--- config.mk ---
export PLATFORM = sky130hd
export DESIGN_NAME = tli_div
export DESIGN_NICKNAME = d
export VERILOG_FILES = /design/src/hdl/tli_pkg.sv /design/src/hdl/tli_div.sv
export SDC_FILE = /design/constraint.sdc
export NUM_CORES = 1
export LEC_CHECK = 0
export BUFFER_PORTS_ARGS = -buffer_cell sky130_fd_sc_hd__buf_2
export CORE_MARGIN = 1.5
export CORE_UTILIZATION = 40
export CTS_CLUSTER_SIZE = 8
export DETAILED_ROUTE_END_ITERATION = 10
export PLACE_DENSITY = 0.64
export SETUP_SLACK_MARGIN = 0.05
export SYNTH_ARGS = -nofsm -noshare
export SYNTH_HDL_FRONTEND = slang
export SYNTH_SLANG_ARGS = --single-unit
--- constraint.sdc ---
create_clock -name clk -period 8.3 [get_ports clk]
set_clock_uncertainty 0.1 [all_clocks]
set_input_delay 0.83 -clock clk [delete_from_list [all_inputs] [get_ports clk]]
set_output_delay 0.83 -clock clk [all_outputs]
set_load 0.01 [all_outputs]
--- src/hdl/tli_pkg.sv ---
// table linear interpolator: shared types and constants
// no dependencies
`default_nettype none
package tli_pkg;
  localparam int TABLE_DEPTH = 256;
  localparam int ADDR_W = $clog2(TABLE_DEPTH);
  localparam int COUNT_W = $clog2(TABLE_DEPTH + 1);
  localparam logic OP_LOAD = 1'b0;
  localparam logic OP_QUERY = 1'b1;

  typedef struct packed {
    logic        start;
    logic [63:0] dividend;
    logic [32:0] divisor;
  } div_req_t;

  typedef struct packed {
    logic        done;
    logic [63:0] quotient;
  } div_rsp_t;
endpackage
`default_nettype wire

--- src/hdl/tli_div.sv ---
// table linear interpolator: restoring divider, one quotient bit per cycle
// uses tli_pkg
`default_nettype none
module tli_div
  import tli_pkg::*;
(
  input  wire logic     clk,
  input  wire logic     rst,
  input  wire div_req_t req,
  output div_rsp_t      rsp
);
  logic        busy;
  logic        done;
  logic [6:0]  cnt;
  logic [63:0] quo;
  logic [32:0] rem;
  logic [32:0] dsr;
  logic [33:0] trial;

  assign trial = {rem, quo[63]} - {1'b0, dsr};
  assign rsp = '{done: done, quotient: quo};

  always_ff @(posedge clk) begin
    if (rst) begin
      busy <= 1'b0;
      done <= 1'b0;
    end else begin
      done <= 1'b0;
      if (req.start) begin
        busy <= 1'b1;
        cnt <= 7'd0;
        quo <= req.dividend;
        dsr <= req.divisor;
        rem <= '0;
      end else if (busy) begin
        if (!trial[33]) begin
          rem <= trial[32:0];
          quo <= {quo[62:0], 1'b1};
        end else begin
          rem <= {rem[31:0], quo[63]};
          quo <= {quo[62:0], 1'b0};
        end
        cnt <= cnt + 7'd1;
        if (cnt == 7'd63) begin
          busy <= 1'b0;
          done <= 1'b1;
        end
      end
    end
  end
endmodule
`default_nettype wire

Word-level counts from Yosys, hierarchy flattened
Cells that the tools add are included.
{"block": "totals", "ff_bits": 139, "inputBits": 100, "out_inout_bits": 65}
{"block": "classes", "add_sub_neg": 2, "eq_ne": 1, "muxes": 10, "n_bitwise": 2, "reduce_logical": 4}
{"op": "two-way mux 64 bit", "count": 2}
{"op": "two-way mux 33 bit", "count": 2}
{"op": "subtractor 34 x 33 -> 34 bit", "count": 1}
{"op": "adder 7 x 1 -> 7 bit (second input constant)", "count": 1}
{"op": "== test 7 x 6 -> 1 bit (second input constant)", "count": 1}
{"op": "two-way mux 7 bit", "count": 1}
{"op": "two-way mux 1 bit", "count": 5}
{"op": "AND reduction 2 bit", "count": 2}
{"op": "OR reduction 3 bit", "count": 1}
{"op": "inverter 1 bit", "count": 2}
{"op": "nonzero test 2 bit", "count": 1}

Longest topological paths before layout
{"block": "logic_depth", "word_depth": 4, "ltp_mapped": 13, "depth_no_buf": 12}

Least setup slack after synthesis
No wires, ideal clock.
{"block": "synth_timing", "path_kind": "input to register", "start": "input port req[97] (netlist bit)", "end": "register cnt[0], enable pin", "arrival_ns": 5.819, "t_required_ns": 7.631, "slack_ns": 1.812, "stages": 4, "n_path_buf": 2, "path_cell_list": "clkbuf_1 -> clkbuf_1 -> nor2_1 -> nor2_1"}
{"block": "synth_between", "elab_chain_len": 2}
{"item": "start, declared", "line": "tli_div.sv:9", "text": "input wire div_req_t req,"}
{"item": "nonzero test 2 bit (no source line)"}
{"item": "AND reduction 2 bit (no source line)"}
{"item": "end signal, assigned", "line": "tli_div.sv:43", "text": "cnt <= cnt + 7'd1;"}
{"item": "end, declared", "line": "tli_div.sv:14", "text": "logic [6:0] cnt;"}
Every way passes these cells.
A chain may end at the register's enable or synchronous reset.

Worst setup path in the final report
{"block": "layout_timing", "start": "register rem[17]", "end": "register rem[8] (data pin)"}
{"block": "layout_between", "elab_chain_len": 3}
{"item": "start, declared", "line": "tli_div.sv:16", "text": "logic [32:0] rem;"}
{"item": "start signal, assigned", "line": "tli_div.sv:37", "text": "rem <= trial[32:0];"}
{"item": "start signal, assigned", "line": "tli_div.sv:40", "text": "rem <= {rem[31:0], quo[63]};"}
{"item": "subtractor 34 x 33 -> 34 bit", "line": "tli_div.sv:20", "text": "assign trial = {rem, quo[63]} - {1'b0, dsr};"}
{"item": "two-way mux 33 bit", "line": "tli_div.sv:36", "text": "if (!trial[33]) begin"}
{"item": "two-way mux 33 bit", "line": "tli_div.sv:35", "text": "end else if (busy) begin"}
Every way passes these cells. The select of a mux whose other input is x is not followed.

==> run metrics <==
Vias/cell=5.19; fillcell total=1667; syn_area_per_cell=12.4 µm²; Post-synth top flop=edfxtp_1; number of top-level pins=165; Clock Tree Buf Depth=2; worst path arrival time=3970 ps; Slew headroom=0.330; die area=19900 µm²; fraction of layout cells with a size suffix above 1=0.366; Internal=1.46 mW; initial antenna violation count=2; Clock transition at path regs=70 ps; Power Dens Cells=225 nW/µm²; Worst Path Max Fanout=27; gr usage total=0.179; Netlist Area Pre-Place=7610 µm²; DP Cell Count=992; kind of critical path=flop to flop; fin crit share=0.473; pin count of the biggest net entering global routing=66; Starting DRT DRC Count=337; clock network fraction of total power=0.364; Critical Path Sink Type=flop; Max-Cap Viols=0; final count of pins violating max slew=0; syn nets=747; Worst VDD drop=0.143 mV; Die H=141 µm; async set or reset register ratio after synthesis=0; H-tree depth=4; leakage power=3.75 nW; P&R area growth vs syn=21.3%; register area share after synthesis=0.546; # DRC=0; Final Hold Fails=0; Initial Util=0.407; first-pass GRT wire length=27.5 mm; CTS tree=built; Synthesis Warnings=0; Post-DRT Antenna Nets=0; IO buf count=164; CTS Hold Bufs=0; TNS Setup=0 ps; HP Class=flop to flop; Clock Tree Root=clkbuf_16; Post-Syn Instances=612; achievable frequency=255 MHz; DR vias=5318; final non-filler cell total=1025; P_sw=0.609 mW; net switching fraction of the power=0.294; Worst Max-Slew Pin Slew=1000 ps; Yosys reg bits=139; setup bufs post-CTS=0; CTS resizes=0; final WL=17.0 mm; Nets=912; sequential power share=0.419; WL/cell=16.6 µm; status=complete, no violations; Sink Count=139; RSZ-0062 raised after global routing=false; minimum clock period=3930 ps; Placeable Area=18700 µm²; number of global-route vias before repair=5353; TritonRoute pass-1 iters=5; TritonCTS Buffers=17; crit start category=flop; gp weighted congestion=0.901; number of synthesized flops with an enable pin=137; count of cell types in the netlist=59; Final HPWL DP=12.0 mm; final setup fails=0; Overflow after GRT=0; Skew-Pair Late Insertion Delay=430 ps; cell row count=50; die width=141 µm; Data required, critical path=8340 ps; Comb pwr share=0.217
path summary, 6_finish.rpt:
check	cells after the start	start	slack, ps	endpoint
min reg2reg	1	busy	390	done
min	1	busy	390	done
max reg2reg	11	rem[17]	4370	rem[8]
max	11	rem[17]	4370	rem[8]
synth_stat cells, types with 3 or more instances:
cell	number	area (µm²)
xnor2_1	18	158
buf_6	4	45.0
o21ai_0	19	95.1
ha_1	34	425
nor3_1	4	20.0
nand2b_1	15	93.8
o211ai_1	6	45.0
nand4_1	5	31.3
or3_1	4	25.0
and3_1	3	18.8
nor2b_1	4	25.0
o21ai_2	3	26.3
mux2_2	64	721
a21oi_2	5	43.8
a21o_1	8	60.1
inv_1	40	150
nand2_1	26	97.6
a211oi_2	4	50.1
clkbuf_1	14	52.6
o31ai_1	4	30.0
buf_2	3	15.0
a21oi_1	38	190
xor2_1	12	105
mux2i_1	27	270
o21a_1	3	22.5
edfxtp_1	137	4110
nand3_1	7	35.0
nor2_1	60	225
state kept, by name, summed over array words and instances, names as in the netlist:
| register | flops |
|---|---|
| busy | 1 |
| done | 1 |
| dsr | 33 |
| quo | 64 |
| cnt | 7 |
| rem | 33 |
worst max-delay path: stages, from the launching register on:
cell	delay, ps
edfxtp_1	410
ha_1	390
a21oi_2	200
o21ai_1	100
o41ai_2	250
nand3_1	130
o21ai_2	260
nor2_1	120
nor4_4	800
buf_4	560
mux2i_1	260
nor2_1	60
power groups by stage:
stage | logic (mW) | clock network (mW) | registers (mW)
final | 0.449 | 0.755 | 0.869
after global routing | 0.501 | 0.801 | 0.876
after CTS | 0.451 | 0.776 | 0.870
after detailed placement | 0.449 | 0 | 0.884
after global placement | 0.447 | 0 | 0.883
after floorplan | 0.334 | 0 | 0.890
logic make-up (layout without fill, tap and decap cells):
group                      count (synthesis)  count (layout)  synth area share
AOI/OAI and AO/OA                        115             115             0.103
xor gates and xnor gates                  30              30            0.0345
adders and majority gates                 35              35            0.0585
buffers and inverters                     62             240            0.0355
DFF                                      139             139             0.546
muxes                                     91              91             0.130
other                                      0               1                 0
and+or+nand+nor                          140             140            0.0919
routing by layer:
layer	up-vias	global-route usage	part of all wire
met4	4	0.0592	0.016
met5	-	0	0.0013
met3	23	0.0679	0.082
li1	2612	-	-
met2	178	0.287	0.47
met1	2501	0.222	0.43
cell usage in the layout (no fill, tap or decap), types with 15 or more instances in the layout:
cell and count:
nand2b_1 15, o21ai_0 19, ha_1 34, mux2_2 64
edfxtp_1 137, nor2_1 59, clkbuf_16 17, a21oi_1 38
nand2_1 26, inv_1 40, mux2i_1 27, xnor2_1 18
buf_2 163
stage by stage:
step           power (mW)   util  setup WS (ps)  hold WS [ps]  area (µm²)
6_report             2.07  0.494           4370           385        9230
5_1_grt              2.18  0.493           4100           404        9230
4_1_cts              2.10  0.493           4360           392        9230
3_5_place_dp         1.33  0.462           4380           382        8650
3_3_place_gp         1.33  0.462           4500           375        8650
2_1_floorplan        1.22      -           1810           360        7610
cell type report:
| class | count | area, µm² | area share |
|---|---|---|---|
| inverters | 40 | 150 | 0.0163 |
| repair buffers | 168 | 853 | 0.0924 |
| multi-input cells | 411 | 3200 | 0.347 |
| diodes | 1 | 2.50 | 0.000271 |
| clock inverters | 15 | 154 | 0.0167 |
| flip-flops and latches | 139 | 4150 | 0.450 |
| well taps | 234 | 293 | 0.0317 |
| clock buffers | 17 | 425 | 0.0461 |
Note: power is estimated with default switching activity, not from simulation.
